### src/i2cm_pkg.sv
// ----------------------------------------------------------------------------
// I2C register access master: shared types and constants
// Item layouts, bus phase codes, operation codes and the per-phase lookups
// used by the bus engine and the top level.
// ----------------------------------------------------------------------------
package i2cm_pkg;

  // Operation codes carried by an input item.
  localparam logic [1:0] OP_NONE  = 2'd0;
  localparam logic [1:0] OP_WRITE = 2'd1;
  localparam logic [1:0] OP_READ  = 2'd2;

  // Pin step length after reset.
  localparam logic [15:0] STEP_CYCLES_RESET = 16'd250;

  // Bit mask of the first (most significant) bit sent on the wire.
  localparam logic [7:0] MSB_MASK = 8'h80;

  // Bus phases.
  typedef enum logic [3:0] {
    PH_IDLE      = 4'd0,
    PH_START     = 4'd1,
    PH_ADDRW     = 4'd2,
    PH_ACK_ADDRW = 4'd3,
    PH_REG       = 4'd4,
    PH_ACK_REG   = 4'd5,
    PH_DATA      = 4'd6,
    PH_ACK_DATA  = 4'd7,
    PH_RSTART    = 4'd8,
    PH_ADDRR     = 4'd9,
    PH_ACK_ADDRR = 4'd10,
    PH_RPREP     = 4'd11,
    PH_RBIT      = 4'd12,
    PH_MACK      = 4'd13,
    PH_STOP      = 4'd14
  } phase_t;

  // One input item.
  typedef struct packed {
    logic [1:0] operation;
    logic [6:0] device_address;
    logic [7:0] register_address;
    logic [7:0] byte_count;
    logic [7:0] write_data;
    logic       sda_in;
  } in_item_t;

  // One result item.
  typedef struct packed {
    logic       scl_out;
    logic       sda_out;
    logic       busy_res;
    logic       data_request;
    logic [7:0] read_data;
    logic       read_valid;
    logic       done_res;
    logic       nack_error;
  } out_item_t;

  // Number of pin steps making up one pass through a phase.
  function automatic logic [2:0] substeps_of(input phase_t p);
    logic [2:0] n;
    begin
      unique case (p)
        PH_START, PH_RSTART: n = 3'd4;
        PH_ACK_ADDRW, PH_ACK_REG, PH_ACK_DATA, PH_ACK_ADDRR: n = 3'd4;
        PH_RPREP: n = 3'd1;
        default: n = 3'd3;
      endcase
      return n;
    end
  endfunction

  // True for the phases that shift a byte out to the device.
  function automatic logic is_send(input phase_t p);
    return (p == PH_ADDRW) || (p == PH_REG) || (p == PH_DATA) || (p == PH_ADDRR);
  endfunction

endpackage

### src/i2cm_in_stage.sv
// ----------------------------------------------------------------------------
// I2C register access master: input register
// Holds one accepted item until the bus engine consumes it.
// ----------------------------------------------------------------------------
module i2cm_in_stage
  import i2cm_pkg::*;
(
  input  logic     clk,
  input  logic     rst,
  input  logic     in_valid,
  input  in_item_t in_data,
  output logic     in_stall,
  input  logic     take,
  output logic     held_valid,
  output in_item_t held_item
);

  logic held_valid_next;
  logic accept;

  // The register is free once its item is taken in the same cycle.
  assign in_stall = held_valid && !take;
  assign accept   = in_valid && !in_stall;

  always_comb begin
    held_valid_next = held_valid;
    if (accept) begin
      held_valid_next = 1'b1;
    end else if (take) begin
      held_valid_next = 1'b0;
    end
  end

  // Valid flag under reset; payload loads on acceptance only.
  always_ff @(posedge clk) begin
    if (rst) begin
      held_valid <= 1'b0;
    end else begin
      held_valid <= held_valid_next;
    end
  end

  always_ff @(posedge clk) begin
    if (accept) begin
      held_item <= in_data;
    end
  end

endmodule

### src/i2cm_engine.sv
// ----------------------------------------------------------------------------
// I2C register access master: bus engine
// Advances the transaction state by one clock of bus time per item and
// forms the result item of that step.
// ----------------------------------------------------------------------------
module i2cm_engine
  import i2cm_pkg::*;
(
  input  logic        clk,
  input  logic        rst,
  input  logic        step,
  input  in_item_t    item,
  input  logic [15:0] step_cycles,
  output out_item_t   result
);

  phase_t      phase, phase_next;
  logic [1:0]  pin_substep, pin_substep_next;
  logic [15:0] step_timer, step_timer_next;
  logic [3:0]  bit_index, bit_index_next;
  logic [7:0]  shift_byte, shift_byte_next;
  logic [7:0]  bytes_left, bytes_left_next;
  logic [6:0]  target_latch, target_latch_next;
  logic [7:0]  register_latch, register_latch_next;
  logic        is_read, is_read_next;
  logic        error_flag, error_flag_next;
  logic        scl_drive, scl_drive_next;
  logic        sda_drive, sda_drive_next;

  logic [7:0]  mask;
  logic [15:0] step_len;
  logic [16:0] timer_inc;
  logic [2:0]  sub_inc;
  logic [3:0]  bit_inc;
  logic [7:0]  bytes_dec;
  logic        finish;
  logic        dreq;
  logic        rvalid;
  logic        done;
  logic [7:0]  rbyte;

  assign mask      = MSB_MASK >> bit_index[2:0];
  assign step_len  = (step_cycles == 16'd0) ? 16'd1 : step_cycles;
  assign timer_inc = {1'b0, step_timer} + 17'd1;
  assign sub_inc   = {1'b0, pin_substep} + 3'd1;
  assign bit_inc   = bit_index + 4'd1;
  assign bytes_dec = bytes_left - 8'd1;

  // Next state for one clock of bus time: pin action, step timing, phase change.
  always_comb begin
    phase_next          = phase;
    pin_substep_next    = pin_substep;
    step_timer_next     = step_timer;
    bit_index_next      = bit_index;
    shift_byte_next     = shift_byte;
    bytes_left_next     = bytes_left;
    target_latch_next   = target_latch;
    register_latch_next = register_latch;
    is_read_next        = is_read;
    error_flag_next     = error_flag;
    scl_drive_next      = scl_drive;
    sda_drive_next      = sda_drive;
    finish              = 1'b0;
    dreq                = 1'b0;
    rvalid              = 1'b0;
    done                = 1'b0;
    rbyte               = 8'd0;

    if (phase == PH_IDLE) begin
      // A new transaction latches its operands; pins move from the next step.
      if (item.operation == OP_WRITE || item.operation == OP_READ) begin
        target_latch_next   = item.device_address;
        register_latch_next = item.register_address;
        bytes_left_next     = item.byte_count;
        is_read_next        = (item.operation == OP_READ);
        error_flag_next     = 1'b0;
        step_timer_next     = 16'd0;
        phase_next          = PH_START;
        pin_substep_next    = 2'd0;
        bit_index_next      = 4'd0;
      end
    end else begin
      // Pin action at the first cycle of each pin step.
      if (step_timer == 16'd0) begin
        unique case (phase)
          PH_START, PH_RSTART: begin
            unique case (pin_substep)
              2'd0: sda_drive_next = 1'b1;
              2'd1: scl_drive_next = 1'b1;
              2'd2: sda_drive_next = 1'b0;
              default: scl_drive_next = 1'b0;
            endcase
          end
          PH_ADDRW, PH_REG, PH_DATA, PH_ADDRR: begin
            if (pin_substep == 2'd0) begin
              if (phase == PH_DATA && bit_index == 4'd0) begin
                dreq            = 1'b1;
                shift_byte_next = item.write_data;
              end
              sda_drive_next = |(shift_byte_next & mask);
            end else if (pin_substep == 2'd1) begin
              scl_drive_next = 1'b1;
            end else begin
              scl_drive_next = 1'b0;
            end
          end
          PH_ACK_ADDRW, PH_ACK_REG, PH_ACK_DATA, PH_ACK_ADDRR: begin
            unique case (pin_substep)
              2'd0: sda_drive_next = 1'b1;
              2'd1: scl_drive_next = 1'b1;
              2'd2: begin
                if (item.sda_in && (phase == PH_ACK_ADDRW || phase == PH_ACK_DATA)) begin
                  error_flag_next = 1'b1;
                end
              end
              default: scl_drive_next = 1'b0;
            endcase
          end
          PH_RPREP: sda_drive_next = 1'b1;
          PH_RBIT: begin
            if (pin_substep == 2'd0) begin
              scl_drive_next = 1'b1;
            end else if (pin_substep == 2'd1) begin
              if (item.sda_in) begin
                shift_byte_next = shift_byte | mask;
              end
            end else begin
              scl_drive_next = 1'b0;
            end
          end
          PH_MACK: begin
            if (pin_substep == 2'd0) begin
              // The last byte read is answered with a NACK.
              sda_drive_next = (bytes_left == 8'd1);
              rvalid         = 1'b1;
              rbyte          = shift_byte_next;
            end else if (pin_substep == 2'd1) begin
              scl_drive_next = 1'b1;
            end else begin
              scl_drive_next = 1'b0;
            end
          end
          PH_STOP: begin
            if (pin_substep == 2'd0) begin
              sda_drive_next = 1'b0;
            end else if (pin_substep == 2'd1) begin
              scl_drive_next = 1'b1;
            end else begin
              sda_drive_next = 1'b1;
            end
          end
          default: begin
          end
        endcase
      end

      // Step timing, then substep and bit counting.
      if (timer_inc >= {1'b0, step_len}) begin
        step_timer_next = 16'd0;
        if (sub_inc >= substeps_of(phase)) begin
          pin_substep_next = 2'd0;
          if (phase == PH_RBIT || is_send(phase)) begin
            bit_index_next = bit_inc;
            finish         = bit_inc[3];
          end else begin
            finish = 1'b1;
          end
        end else begin
          pin_substep_next = sub_inc[1:0];
        end
      end else begin
        step_timer_next = timer_inc[15:0];
      end

      // Phase change at the end of a phase.
      if (finish) begin
        pin_substep_next = 2'd0;
        bit_index_next   = 4'd0;
        unique case (phase)
          PH_START: begin
            phase_next      = PH_ADDRW;
            shift_byte_next = {target_latch, 1'b0};
          end
          PH_ADDRW: phase_next = PH_ACK_ADDRW;
          PH_ACK_ADDRW: begin
            if (error_flag_next) begin
              phase_next = PH_STOP;
            end else begin
              phase_next      = PH_REG;
              shift_byte_next = register_latch;
            end
          end
          PH_REG: phase_next = PH_ACK_REG;
          PH_ACK_REG: begin
            if (is_read) begin
              phase_next = PH_RSTART;
            end else if (bytes_left != 8'd0) begin
              phase_next = PH_DATA;
            end else begin
              phase_next = PH_STOP;
            end
          end
          PH_DATA: phase_next = PH_ACK_DATA;
          PH_ACK_DATA: begin
            if (error_flag_next) begin
              phase_next = PH_STOP;
            end else begin
              bytes_left_next = bytes_dec;
              phase_next      = (bytes_dec != 8'd0) ? PH_DATA : PH_STOP;
            end
          end
          PH_RSTART: begin
            phase_next      = PH_ADDRR;
            shift_byte_next = {target_latch, 1'b1};
          end
          PH_ADDRR: phase_next = PH_ACK_ADDRR;
          PH_ACK_ADDRR: phase_next = (bytes_left != 8'd0) ? PH_RPREP : PH_STOP;
          PH_RPREP: begin
            phase_next      = PH_RBIT;
            shift_byte_next = 8'd0;
          end
          PH_RBIT: phase_next = PH_MACK;
          PH_MACK: begin
            bytes_left_next = bytes_dec;
            phase_next      = (bytes_dec != 8'd0) ? PH_RPREP : PH_STOP;
          end
          PH_STOP: begin
            phase_next = PH_IDLE;
            done       = 1'b1;
          end
          default: phase_next = PH_IDLE;
        endcase
      end
    end
  end

  // Result item of this step.
  always_comb begin
    result.scl_out      = scl_drive_next;
    result.sda_out      = sda_drive_next;
    result.busy_res     = (phase_next != PH_IDLE);
    result.data_request = dreq;
    result.read_data    = rvalid ? rbyte : 8'd0;
    result.read_valid   = rvalid;
    result.done_res     = done;
    result.nack_error   = done && error_flag_next;
  end

  // State registers advance once per consumed item.
  always_ff @(posedge clk) begin
    if (rst) begin
      phase          <= PH_IDLE;
      pin_substep    <= 2'd0;
      step_timer     <= 16'd0;
      bit_index      <= 4'd0;
      shift_byte     <= 8'd0;
      bytes_left     <= 8'd0;
      target_latch   <= 7'd0;
      register_latch <= 8'd0;
      is_read        <= 1'b0;
      error_flag     <= 1'b0;
      scl_drive      <= 1'b1;
      sda_drive      <= 1'b1;
    end else if (step) begin
      phase          <= phase_next;
      pin_substep    <= pin_substep_next;
      step_timer     <= step_timer_next;
      bit_index      <= bit_index_next;
      shift_byte     <= shift_byte_next;
      bytes_left     <= bytes_left_next;
      target_latch   <= target_latch_next;
      register_latch <= register_latch_next;
      is_read        <= is_read_next;
      error_flag     <= error_flag_next;
      scl_drive      <= scl_drive_next;
      sda_drive      <= sda_drive_next;
    end
  end

endmodule

### src/i2cm_out_stage.sv
// ----------------------------------------------------------------------------
// I2C register access master: result register
// Holds the latest result item until the receiving side takes it.
// ----------------------------------------------------------------------------
module i2cm_out_stage
  import i2cm_pkg::*;
(
  input  logic      clk,
  input  logic      rst,
  input  logic      load,
  input  out_item_t result,
  output logic      out_valid,
  output out_item_t out_data,
  input  logic      out_stall,
  output logic      free
);

  logic out_valid_next;

  // Room for a new result when empty or when the held one leaves this cycle.
  assign free = !out_valid || !out_stall;

  always_comb begin
    out_valid_next = out_valid;
    if (load) begin
      out_valid_next = 1'b1;
    end else if (!out_stall) begin
      out_valid_next = 1'b0;
    end
  end

  always_ff @(posedge clk) begin
    if (rst) begin
      out_valid <= 1'b0;
    end else begin
      out_valid <= out_valid_next;
    end
  end

  always_ff @(posedge clk) begin
    if (load) begin
      out_data <= result;
    end
  end

endmodule

### src/i2c_register_access_master_unit.sv
// ----------------------------------------------------------------------------
// I2C register access master: top level
// Each input item is one clock of bus time; the engine answers it with one
// result item carrying the line drives and transaction status.
// ----------------------------------------------------------------------------
// One item is taken in every clock cycle while the result side keeps up. The
// item is held in the input register and its result in the result register,
// with the engine update between them. The throughput is set by the single
// state update the engine makes per item. Bus timing is counted in items:
// every pin action is held for cfg step_cycles items (zero counts as one), so
// one bit on the wire takes three or four such steps.
module i2c_register_access_master_unit
  import i2cm_pkg::*;
(
  input  logic        clk,
  input  logic        rst,
  input  logic        in_valid,
  input  in_item_t    in_data,
  output logic        in_stall,
  output logic        out_valid,
  output out_item_t   out_data,
  input  logic        out_stall,
  input  logic        cfg_valid,
  output logic        cfg_ready,
  input  logic [15:0] cfg_data
);

  logic        held_valid;
  in_item_t    held_item;
  logic        out_free;
  logic        step;
  out_item_t   result;
  logic [15:0] step_cycles;

  // The engine consumes the held item whenever the result register has room.
  assign step      = held_valid && out_free;
  assign cfg_ready = 1'b1;

  // Pin step length register.
  always_ff @(posedge clk) begin
    if (rst) begin
      step_cycles <= STEP_CYCLES_RESET;
    end else if (cfg_valid && cfg_ready) begin
      step_cycles <= cfg_data;
    end
  end

  i2cm_in_stage u_in_stage (
    .clk        (clk),
    .rst        (rst),
    .in_valid   (in_valid),
    .in_data    (in_data),
    .in_stall   (in_stall),
    .take       (step),
    .held_valid (held_valid),
    .held_item  (held_item)
  );

  i2cm_engine u_engine (
    .clk         (clk),
    .rst         (rst),
    .step        (step),
    .item        (held_item),
    .step_cycles (step_cycles),
    .result      (result)
  );

  i2cm_out_stage u_out_stage (
    .clk       (clk),
    .rst       (rst),
    .load      (step),
    .result    (result),
    .out_valid (out_valid),
    .out_data  (out_data),
    .out_stall (out_stall),
    .free      (out_free)
  );

`ifndef ASSERT_OFF
  // A finished transaction is never reported as still busy.
  a_done_not_busy: assert property (@(posedge clk) disable iff (rst)
    (out_valid && out_data.done_res) |-> !out_data.busy_res)
    else $error("done reported while busy");

  // The error flag is only shown together with done.
  a_nack_with_done: assert property (@(posedge clk) disable iff (rst)
    (out_valid && out_data.nack_error) |-> out_data.done_res)
    else $error("nack_error without done");

  // Writing and reading never happen in the same step.
  a_req_or_read: assert property (@(posedge clk) disable iff (rst)
    out_valid |-> !(out_data.data_request && out_data.read_valid))
    else $error("data_request and read_valid together");

  // The input side stalls only while an item is held and cannot move on.
  a_stall_cause: assert property (@(posedge clk) disable iff (rst)
    in_stall |-> (held_valid && out_valid && out_stall))
    else $error("input stalled without cause");
`endif

endmodule
### config.mk
export PLATFORM = sky130hd
export DESIGN_NAME = i2c_register_access_master_unit
export DESIGN_NICKNAME = d
export VERILOG_FILES = /design/src/i2cm_pkg.sv /design/src/i2cm_in_stage.sv /design/src/i2cm_engine.sv /design/src/i2cm_out_stage.sv /design/src/i2c_register_access_master_unit.sv
export SDC_FILE = /design/constraint.sdc
export NUM_CORES = 1
export LEC_CHECK = 0
export BUFFER_PORTS_ARGS = -buffer_cell sky130_fd_sc_hd__buf_2
export CORE_MARGIN = 2
export CORE_UTILIZATION = 30
export CTS_CLUSTER_DIAMETER = 30
export DETAILED_ROUTE_END_ITERATION = 6
export PLACE_DENSITY = 0.57
export SYNTH_ARGS = -nofsm -noshare
export SYNTH_HDL_FRONTEND = slang
export SYNTH_HIERARCHICAL = 1
export SYNTH_SLANG_ARGS = --single-unit
export TNS_END_PERCENT = 20
### constraint.sdc
create_clock -name clk -period 9.5 [get_ports clk]
set_clock_uncertainty 0.15 [all_clocks]
set_input_delay 0.95 -clock clk [delete_from_list [all_inputs] [get_ports clk]]
set_output_delay 0.95 -clock clk [all_outputs]
set_load 0.05 [all_outputs]
==> run_results.csv, run 1 <==
group,metric,value,unit
synth,yosysWarningCount,6,
routing,post_drt_antenna_nets,0,
sta,setup-violations-final,0,
pwr,vdd_ir_drop_max,83.5,uV
synth,syn_avg_cell_area,9.27,sq um
synth,synth_area,7150,sq um
cts,cts-resized-gates,0,
cts,clock_sink_count,128,
die,io_pins,73,
setup_path,timing.reg2reg.worst_path_depth,12,
pwr,power_density,170,nW/um^2
cts,cts.reportedPaths.clkPinSlew,60,ps
sta,final-hold-violation-count,0,
synth,yosysTopAreaCellShare,0.221,
synth,yosys.cell_count.top_type,"nand2_1",
grt,gr-total-overflow,0,
cts,post-cts-setup-buffer-count,0,
die,core,23500,sq um
sta,setup_tns_after_final_layout,0,ps
cts,postCtsHoldBufs,0,
synth,synth.top_cells.by_count,"80 x nand2_1, 79 x dfxtp_1, 58 x nor2_1",
setup_path,timing.critical_path.cells,"nand3_1, nor4_1, nand3_1, xnor2_1, ha_1, nand4_1, or4_1, o211ai_2, buf_4, and2_1, nor2b_1, a21boi_0",
setup_path,worstPathArrival,4720,ps
outcome,run_status,"complete, no violations",
pwr,power.static_leakage,3.14,nW
setup_path,critical_path.n_buffers_inverters,1,
cells_and_area,number_of_antenna_diodes,0,
hold_path,hold_path.class,"register to register",
setup_path,cp_data_required_time,9610,ps
setup_path,worstSetupStartpointType,"register",
hold_path,worstHoldPathCells,2,
synth,synth_net_count,862,
sta,peak_clock_frequency_supported_by_timing,217,MHz
place,buffer_ports.inserted,71,
die,fp.dieH,158,microns
cts,worst_skew_pair.late_latency,420,ps
cts,tritoncts_clock_tree,"built",
synth,synth_area_leaders,"dfxtp_1 22%, edfxtp_1 21%, ha_1 6.1%",
die,std_cell_rows,56,
cells_and_area,drive_gt1_frac,0.166,
setup_path,slowest_stage,"and2_1",
pwr,totalPowerFinal,1.40,mW
synth,synth_top_flop_cell,"dfxtp_1",
setup_path,timing.critical_path.max_delay_family,"simple AND/OR/NAND/NOR gates",
cts,buffer_depth_of_the_longest_clock_path,2,
routing,detail_route.wl_per_cell,15.7,microns
cells_and_area,area_delta_synth_final,15.2,%
setup_path,crit_end_element,"register",
synth,post_synth_num_cell_types,87,
cts,cts_made_buffers,17,
routing,via_count,5963,
sta,finalCriticalPeriod,4610,ps
routing,finalWirelength,18000,microns
setup_path,critPathMaxFanout,21,
grt,grt.total_usage,0.149,
sta,layout_worst_path_cycle_share,0.485,
die,die_w,158,microns
job,maxCapViolCount,0,
synth,synth_seq_cells,128,
synth,synth.yosys.seq_area_share,0.427,
synth,synthesis.instances,772,
setup_path,timing.critical_path.slowest_cell_delay,690,ps
grt,grt_pass1_vias,5707,
grt,grt_pass1_wl,29500,microns
sta,report.final.slew_viol_count,0,
routing,drt-vias-per-instance,5.21,
sta,timing_worst_slew_pin_value,1000,ps
sta,relSlewSlack,0.333,
setup_path,timing.critical_path.depth,12,
die,initial_utilization,0.305,
sta,setup_repair_after_global_routing_missed_its_margin,"false",
cells_and_area,nets_finish,902,
place,finalWeightedCongestion,0.867,
setup_path,worstSetupPathType,"register to register",
cts,htree_num_levels,4,
setup_path,cpMostUsedCell,"nand3_1",
die,die-area,25100,sq um
synth,number_of_enable_flip_flop_cells_after_synthesis,49,
routing,remaining_drc_errors,0,
synth,asyncSetResetFlopFracSynth,0,
routing,drt_pass1_iterations,5,
grt,grt_antenna_before_repair,0,
grt,grt_start_max_net_pins,60,
routing,drtIter0Drc,603,
place,dp_wirelength,12500,microns
cts,clock_tree.root_cell,"clkbuf_16",
synth,synth_top_area_cell,"dfxtp_1",
[tightest hold or removal path: stages (launching register included)]
cell	delay [ps]
dfxtp_1	310
nand2_1	50
a21oi_1	50
[cell usage in the layout (no fill, tap or decap), types with 14 or more instances in the layout]
master	Yosys	layout
a21oi_1	57	57
a22oi_1	16	16
and2_1	15	15
buf_2	14	71
clkbuf_16	0	17
dfxtp_1	79	79
edfxtp_1	49	49
ha_1	35	35
inv_1	33	33
mux2i_1	14	14
nand2_1	80	80
nand3_1	31	31
nor2_1	58	58
o21ai_0	24	24
[flip-flops by register name, indices dropped and copies added (netlist names), 2 cells and up]
signal	count
u_in_stage/held_item	34
step_cycles	16
u_engine/step_timer	16
u_out_stage/out_data	15
u_engine/bytes_left	8
u_engine/register_latch	8
u_engine/shift_byte	8
u_engine/target_latch	7
u_engine/bit_index	4
u_engine/phase	4
u_engine/pin_substep	2
[where the power goes]
group	leakage (nW)	switching, mW	total, mW	internal, mW
Combinational	1.75	0.103	0.160	0.0569
Clock	0.277	0.278	0.625	0.348
Sequential	1.11	0.0183	0.616	0.598
[final cells by class]
class,instances,area [sq um]
Clock buffer,17,425
Clock inverter,15,140
Fill cell,2420,15200
Inverter,33,124
Multi-Input combinational cell,554,3690
Sequential cell,128,3050
Tap cell,319,399
Timing Repair Buffer,78,408
[kinds of logic (layout without fill, tap and decap cells)]
group / count (synthesis) / after routing / synth area share
other: 1 / 1 / 0.000524
AND/OR/NAND/NOR: 276 / 276 / 0.201
adder cells (fa/ha/maj): 35 / 35 / 0.0612
buffers and inverters: 90 / 143 / 0.0586
flip-flops: 128 / 128 / 0.427
XOR/XNOR: 18 / 18 / 0.0220
multiplexers: 20 / 20 / 0.0290
AO/OA/AOI/OAI: 204 / 204 / 0.201
[stage by stage]
stage / cell area [sq um] / hold WS (ps) / setup WS, ps / std cells / utilization
4_1_cts: 8240 / 307 / 4950 / 1144 / 0.351
3_3_place_gp: 7670 / 295 / 5150 / 1112 / 0.327
2_1_floorplan: 7150 / 286 / 5620 / 772 / -
3_5_place_dp: 7670 / 298 / 4970 / 1112 / 0.327
6_report: 8240 / 305 / 4890 / 1144 / 0.351
5_1_grt: 8240 / 332 / 4570 / 1144 / 0.351
[layer usage]
layer,global-route usage,share of wire,vias to the layer above
met4,0.0519,0.016,0
met2,0.224,0.44,168
met5,0,0,-
li1,-,-,2939
met1,0.207,0.49,2838
met3,0.0373,0.055,18
[final timing paths]
| check | startpoint | endpoint | slack, ps |
|---|---|---|---|
| setup / recovery | u_engine/step_timer[2] | u_out_stage/out_data[0] | 4890 |
| hold / removal | u_engine/target_latch[0] | u_engine/target_latch[0] | 300 |
| setup reg to reg | u_engine/step_timer[2] | u_out_stage/out_data[0] | 4890 |
| hold reg to reg | u_engine/target_latch[0] | u_engine/target_latch[0] | 300 |
Power figures use the tool's default switching activity.
==> inputs of run 2 (changes only) <==
clock period = 4.4 ns   (was 9.5 ns; I/O delays follow)
==> run_results.csv, run 2 (same netlist as run 1, synthesis figures left out) <==
group,metric,value,unit
setup_path,crit_end_element,"register",
pwr,pwr-share-clk,0.447,
setup_path,regToRegStartpoint,"u_engine/step_timer[0]",
pwr,vdd_ir_drop_max,206,uV
grt,gr-total-overflow,0,
routing,drtIter0Drc,797,
cells_and_area,largest-register,"u_in_stage/held_item",
cells_and_area,highest_count_cells_in_the_layout_ignoring_fill_and_taps,"80 x nand2_1, 79 x dfxtp_1, 71 x buf_2",
place,pre_cts_ws,217,ps
sta,setup_repair_after_global_routing_missed_its_margin,"false",
sta,finalCriticalPeriod,4150,ps
cts,post-cts-setup-buffer-count,0,
setup_path,worstSetupPathType,"register to register",
cells_and_area,area_delta_synth_final,16.9,%
die,fp.dieH,158,microns
routing,drt_pass1_iterations,5,
sta,setup-violations-final,0,
routing,detail_route.wl_per_cell,15.7,microns
die,std_cell_rows,56,
cts,clock_sink_count,128,
place,buffer_ports.inserted,71,
cts,buffer_depth_of_the_longest_clock_path,2,
routing,remaining_drc_errors,0,
die,io_pins,73,
setup_path,worstSetupStartpointType,"register",
cts,worst_skew_pair.late_latency,430,ps
cells_and_area,largest_register_ffs,34,
grt,grt.total_usage,0.151,
setup_path,cp_data_required_time,4620,ps
sta,layout_worst_path_cycle_share,0.943,
die,die-area,25100,sq um
cells_and_area,final.fill_count,2408,
grt,grt_pass1_wl,29700,microns
job,maxCapViolCount,0,
cells_and_area,nets_finish,917,
cts,htree_num_levels,4,
pwr,pwr-share-comb,0.115,
pwr,power_switching,853,uW
die,initial_utilization,0.305,
pwr,power_switching_share,0.280,
hold_path,min-delay-start,"in_data[17]",
cts,cts_made_buffers,17,
pwr,share_seq_of_total_power,0.438,
setup_path,worstPathArrival,4370,ps
routing,post_drt_antenna_nets,0,
place,finalWeightedCongestion,0.862,
routing,finalWirelength,18200,microns
sta,worst_hold_slack,37.0,ps
cells_and_area,number_of_antenna_diodes,0,
grt,grt_start_max_net_pins,46,
grt,grt_pass1_vias,5740,
cts,cts-resized-gates,0,
cts,clock_tree.root_cell,"clkbuf_16",
grt,grt_antenna_before_repair,0,
cells_and_area,final_core_util,0.356,
routing,drt-vias-per-instance,5.13,
setup_path,rr_endpoint,"u_engine/bytes_left[3]",
sta,peak_clock_frequency_supported_by_timing,241,MHz
cells_and_area,biggestRegsByFlops,"u_in_stage/held_item x34, step_cycles x16, u_engine/step_timer x16",
cts,tritoncts_clock_tree,"built",
place,dp_wirelength,13000,microns
sta,post-route-worst-setup-slack,251,ps
hold_path,hold-path-endpoint,"u_in_stage/held_item[17]",
cts,postCtsHoldBufs,0,
outcome,run_status,"complete, no violations",
hold_path,worstHoldPathCells,1,
cts,cts.reportedPaths.clkPinSlew,70,ps
setup_path,timing.reg2reg.worst_path_depth,13,
sta,relSlewSlack,0.257,
pwr,power.static_leakage,3.22,nW
hold_path,hold_path.class,"input pin to register",
cells_and_area,drive_gt1_frac,0.180,
routing,via_count,5949,
pwr,power_density,364,nW/um^2
die,die_w,158,microns
sta,report.final.slew_viol_count,0,
die,core,23500,sq um
sta,timing_worst_slew_pin_value,1110,ps
setup_path,critPathMaxFanout,10,
cells_and_area,mostFrequentLayoutCell,"nand2_1",
sta,setup_tns_after_final_layout,0,ps
pwr,cellInternalPower,2.19,mW
cells_and_area,register_area,3050,sq um
cells_and_area,multiInputGateArea,3700,sq um
setup_path,reg2reg_slack,250,ps
sta,final-hold-violation-count,0,
## run 2: changes by cell type in the layout (fill, tap and decap cells not counted)
| cell | delta |
|---|---|
| inv_8 | -4 |
| inv_6 | +2 |
| clkinvlp_4 | -1 |
| buf_4 | +15 |
| clkbuf_16 | +1 |
| o211ai_4 | +1 |
| clkinv_4 | +1 |
| clkbuf_1 | +1 |
| o211ai_2 | -1 |
## run 2: how the worst max path moves through the flow
stage / startpoint / to / depth (start not counted)
5_1_grt: u_engine/step_timer[0] / u_engine/step_timer[5] / 14
6_report: u_engine/step_timer[0] / u_engine/bytes_left[3] / 13
4_1_cts: u_engine/step_timer[0] / u_engine/bytes_left[3] / 13
3_5_place_dp: u_engine/step_timer[0] / u_engine/bit_index[1] / 13
2_1_floorplan: u_engine/step_timer[2] / u_out_stage/out_data[12] / 12
3_3_place_gp: u_engine/step_timer[0] / u_engine/bit_index[1] / 13
## run 2: metrics by stage
stage	power [mW]	std cells	instance area, sq um
2_1_floorplan	1.60	772	7150
3_3_place_gp	1.71	1127	7780
3_5_place_dp	1.71	1127	7780
4_1_cts	3.09	1159	8350
5_1_grt	3.18	1159	8360
6_report	3.05	1159	8360
## run 2: worst max-delay path, cell delays in order (launching register included)
cell	delay, ps
dfxtp_1	380
ha_1	280
nand3_2	160
nor4_4	380
nand3_1	140
xnor2_1	170
ha_1	310
nand3_1	110
or4_1	590
o211ai_4	360
buf_4	260
o211ai_1	210
a21oi_1	380
o2111a_1	210
## run 2: metal layers
layer  vias to the layer above  track usage  part of all wire
met5                         -            0                 0
met4                         0       0.0523             0.013
met3                        16       0.0327             0.058
met2                       208        0.232              0.45
met1                      2766        0.209              0.48
li1                       2959            -                 -
## run 2: power by group through the flow
| stage | Sequential, mW | Clock, mW | Combinational (mW) |
|---|---|---|---|
| final | 1.33 | 1.36 | 0.350 |
| after global routing | 1.34 | 1.45 | 0.389 |
| after CTS | 1.33 | 1.41 | 0.350 |
| after detailed placement | 1.36 | 0 | 0.349 |
| after global placement | 1.36 | 0 | 0.347 |
| after floorplan | 1.37 | 0 | 0.235 |
## run 2: layout make-up
cell class | count | share of cell area
timing repair buffer | 93 | 0.0622
sequential | 128 | 0.365
multi-input combinational | 554 | 0.442
tap | 319 | 0.0477
clock buffer | 19 | 0.0543
inverter | 33 | 0.0148
clock inverter | 13 | 0.0136
==> inputs of run 3 (changes only) <==
CTS_BUF_LIST = sky130_fd_sc_hd__clkbuf_4   (was unset)
PLACE_DENSITY = unset   (was 0.57)
PLACE_DENSITY_LB_ADDON = 0.15   (was unset)
==> run_results.csv, run 3 (same netlist as run 1, synthesis figures left out) <==
group,metric,value,unit
outcome,run_status,"complete, no violations",
cells_and_area,area_delta_synth_final,19.7,%
hold_path,hold_path.class,"input pin to register",
cts,worst_skew_pair.late_latency,550,ps
routing,remaining_drc_errors,0,
routing,drt-vias-per-instance,5.06,
setup_path,worstSetupPathType,"register to register",
sta,setup_tns_after_final_layout,0,ps
cts,htree_num_levels,4,
place,detailed_place.area,7780,sq um
sta,setup_repair_after_global_routing_missed_its_margin,"false",
sta,relSlewSlack,0.207,
sta,peak_clock_frequency_supported_by_timing,242,MHz
die,die-area,25100,sq um
grt,grt_pass1_wl,31800,microns
cts,tritoncts_clock_tree,"built",
cells_and_area,design_area,8560,sq um
routing,drt_pass1_iterations,4,
cts,cts_made_buffers,17,
cells_and_area,highest_count_cells_in_the_layout_ignoring_fill_and_taps,"80 x nand2_1, 79 x dfxtp_1, 71 x buf_2",
setup_path,critPathMaxFanout,16,
setup_path,worstSetupStartpointType,"register",
sta,layout_worst_path_cycle_share,0.940,
sta,timing_worst_slew_pin_value,1190,ps
cts,buffer_depth_of_the_longest_clock_path,2,
pwr,power.static_leakage,3.30,nW
die,io_pins,73,
place,finalWeightedCongestion,0.800,
pwr,totalPowerFinal,2.51,mW
sta,setup-violations-final,0,
die,die_w,158,microns
sta,worst_hold_slack,212,ps
cells_and_area,largest-register,"u_in_stage/held_item",
grt,grt_pass1_vias,5796,
cells_and_area,mostFrequentLayoutCell,"nand2_1",
place,buffer_ports.inserted,71,
cells_and_area,largest_register_ffs,34,
grt,grt_antenna_before_repair,1,
cts,clock_sink_count,128,
job,maxCapViolCount,0,
die,initial_utilization,0.305,
die,core,23500,sq um
sta,final-hold-violation-count,0,
die,std_cell_rows,56,
place,dp_wirelength,13700,microns
routing,detail_route.wl_per_cell,16.3,microns
setup_path,crit_end_element,"register",
grt,gr-total-overflow,0,
routing,finalWirelength,19700,microns
cells_and_area,drive_gt1_frac,0.169,
setup_path,cp_data_required_time,4690,ps
sta,finalCriticalPeriod,4140,ps
pwr,vdd_ir_drop_max,155,uV
cells_and_area,biggestRegsByFlops,"u_in_stage/held_item x34, step_cycles x16, u_engine/step_timer x16",
cts,post-cts-setup-buffer-count,0,
routing,post_drt_antenna_nets,0,
routing,drtIter0Drc,425,
grt,grt_start_max_net_pins,54,
die,fp.dieH,158,microns
grt,grt.total_usage,0.163,
cells_and_area,nets_finish,968,
pwr,power_density,293,nW/um^2
sta,report.final.slew_viol_count,0,
routing,via_count,6130,
cells_and_area,final_core_util,0.365,
cts,cts.reportedPaths.clkPinSlew,120,ps
setup_path,worstPathArrival,4420,ps
cts,clock_tree.root_cell,"clkbuf_4",
run 3: cell count changes in the layout (fill, tap and decap cells not counted), sizes merged:
| cell | change |
|---|---|
| buf | -1 |
| bufinv | +1 |
| clkbuf | +1 |
| inv | -5 |
| diode | +1 |
| dlygate4sd3 | +52 |
| clkinv | +3 |
run 3: layer usage:
layer  vias to the layer above  share of wire  track usage
met5                         -              0            0
met4                         0          0.014       0.0459
met3                        18          0.045       0.0302
met2                       174           0.43        0.239
met1                      2873           0.52        0.243
li1                       3065              -            -
run 3: metrics by stage:
step | worst slack (ps) | std cells
2_1_floorplan | 628 | 772
3_3_place_gp | 419 | 1126
3_5_place_dp | 331 | 1126
4_1_cts | 283 | 1210
5_1_grt | 26.7 | 1211
6_report | 263 | 1211
run 3: timing repair:
| action | in CTS | in global routing |
|---|---|---|
| hold endpoints to repair | 52 | 0 |
| endpoints found under the setup margin | 0 | 1 |
| gates resized for setup | 0 | 1 |
| hold buffers | 52 | 0 |
run 3: worst max-delay path, cell delays in order, from the launching register on:
cell	delay, ps
dfxtp_1	400
ha_1	280
nand3_2	170
nor4_4	390
nand3_1	150
xnor2_1	160
ha_1	300
nand3_1	100
or4_1	550
o211ai_2	290
buf_4	320
and2_1	200
o21ai_1	170
a2111oi_2	400
run 3: power breakdown:
group / internal (mW) / switching, mW / leakage (nW)
Sequential: 1.29 / 0.0406 / 1.11
Combinational: 0.158 / 0.234 / 2.04
Clock: 0.303 / 0.483 / 0.146
Total: 1.75 / 0.757 / 3.30
run 3: cell type report:
type | count | area, sq um
antenna | 1 | 2.50
clock buffer | 20 | 150
clock inverter | 12 | 110
fill | 2433 | 14900
inverter | 33 | 124
multi-input combinational | 554 | 3690
sequential | 128 | 3050
tap | 319 | 399
timing repair buffer | 144 | 1030
run 3: worst paths after layout:
check / startpoint / to / slack, ps / cells after the start
hold reg to reg: u_engine/register_latch[7] / u_engine/register_latch[7] / 310 / 2
setup / recovery: u_engine/step_timer[0] / u_engine/bytes_left[7] / 260 / 13
setup reg to reg: u_engine/step_timer[0] / u_engine/bytes_left[7] / 260 / 13
hold / removal: rst / u_out_stage/out_valid / 210 / 2
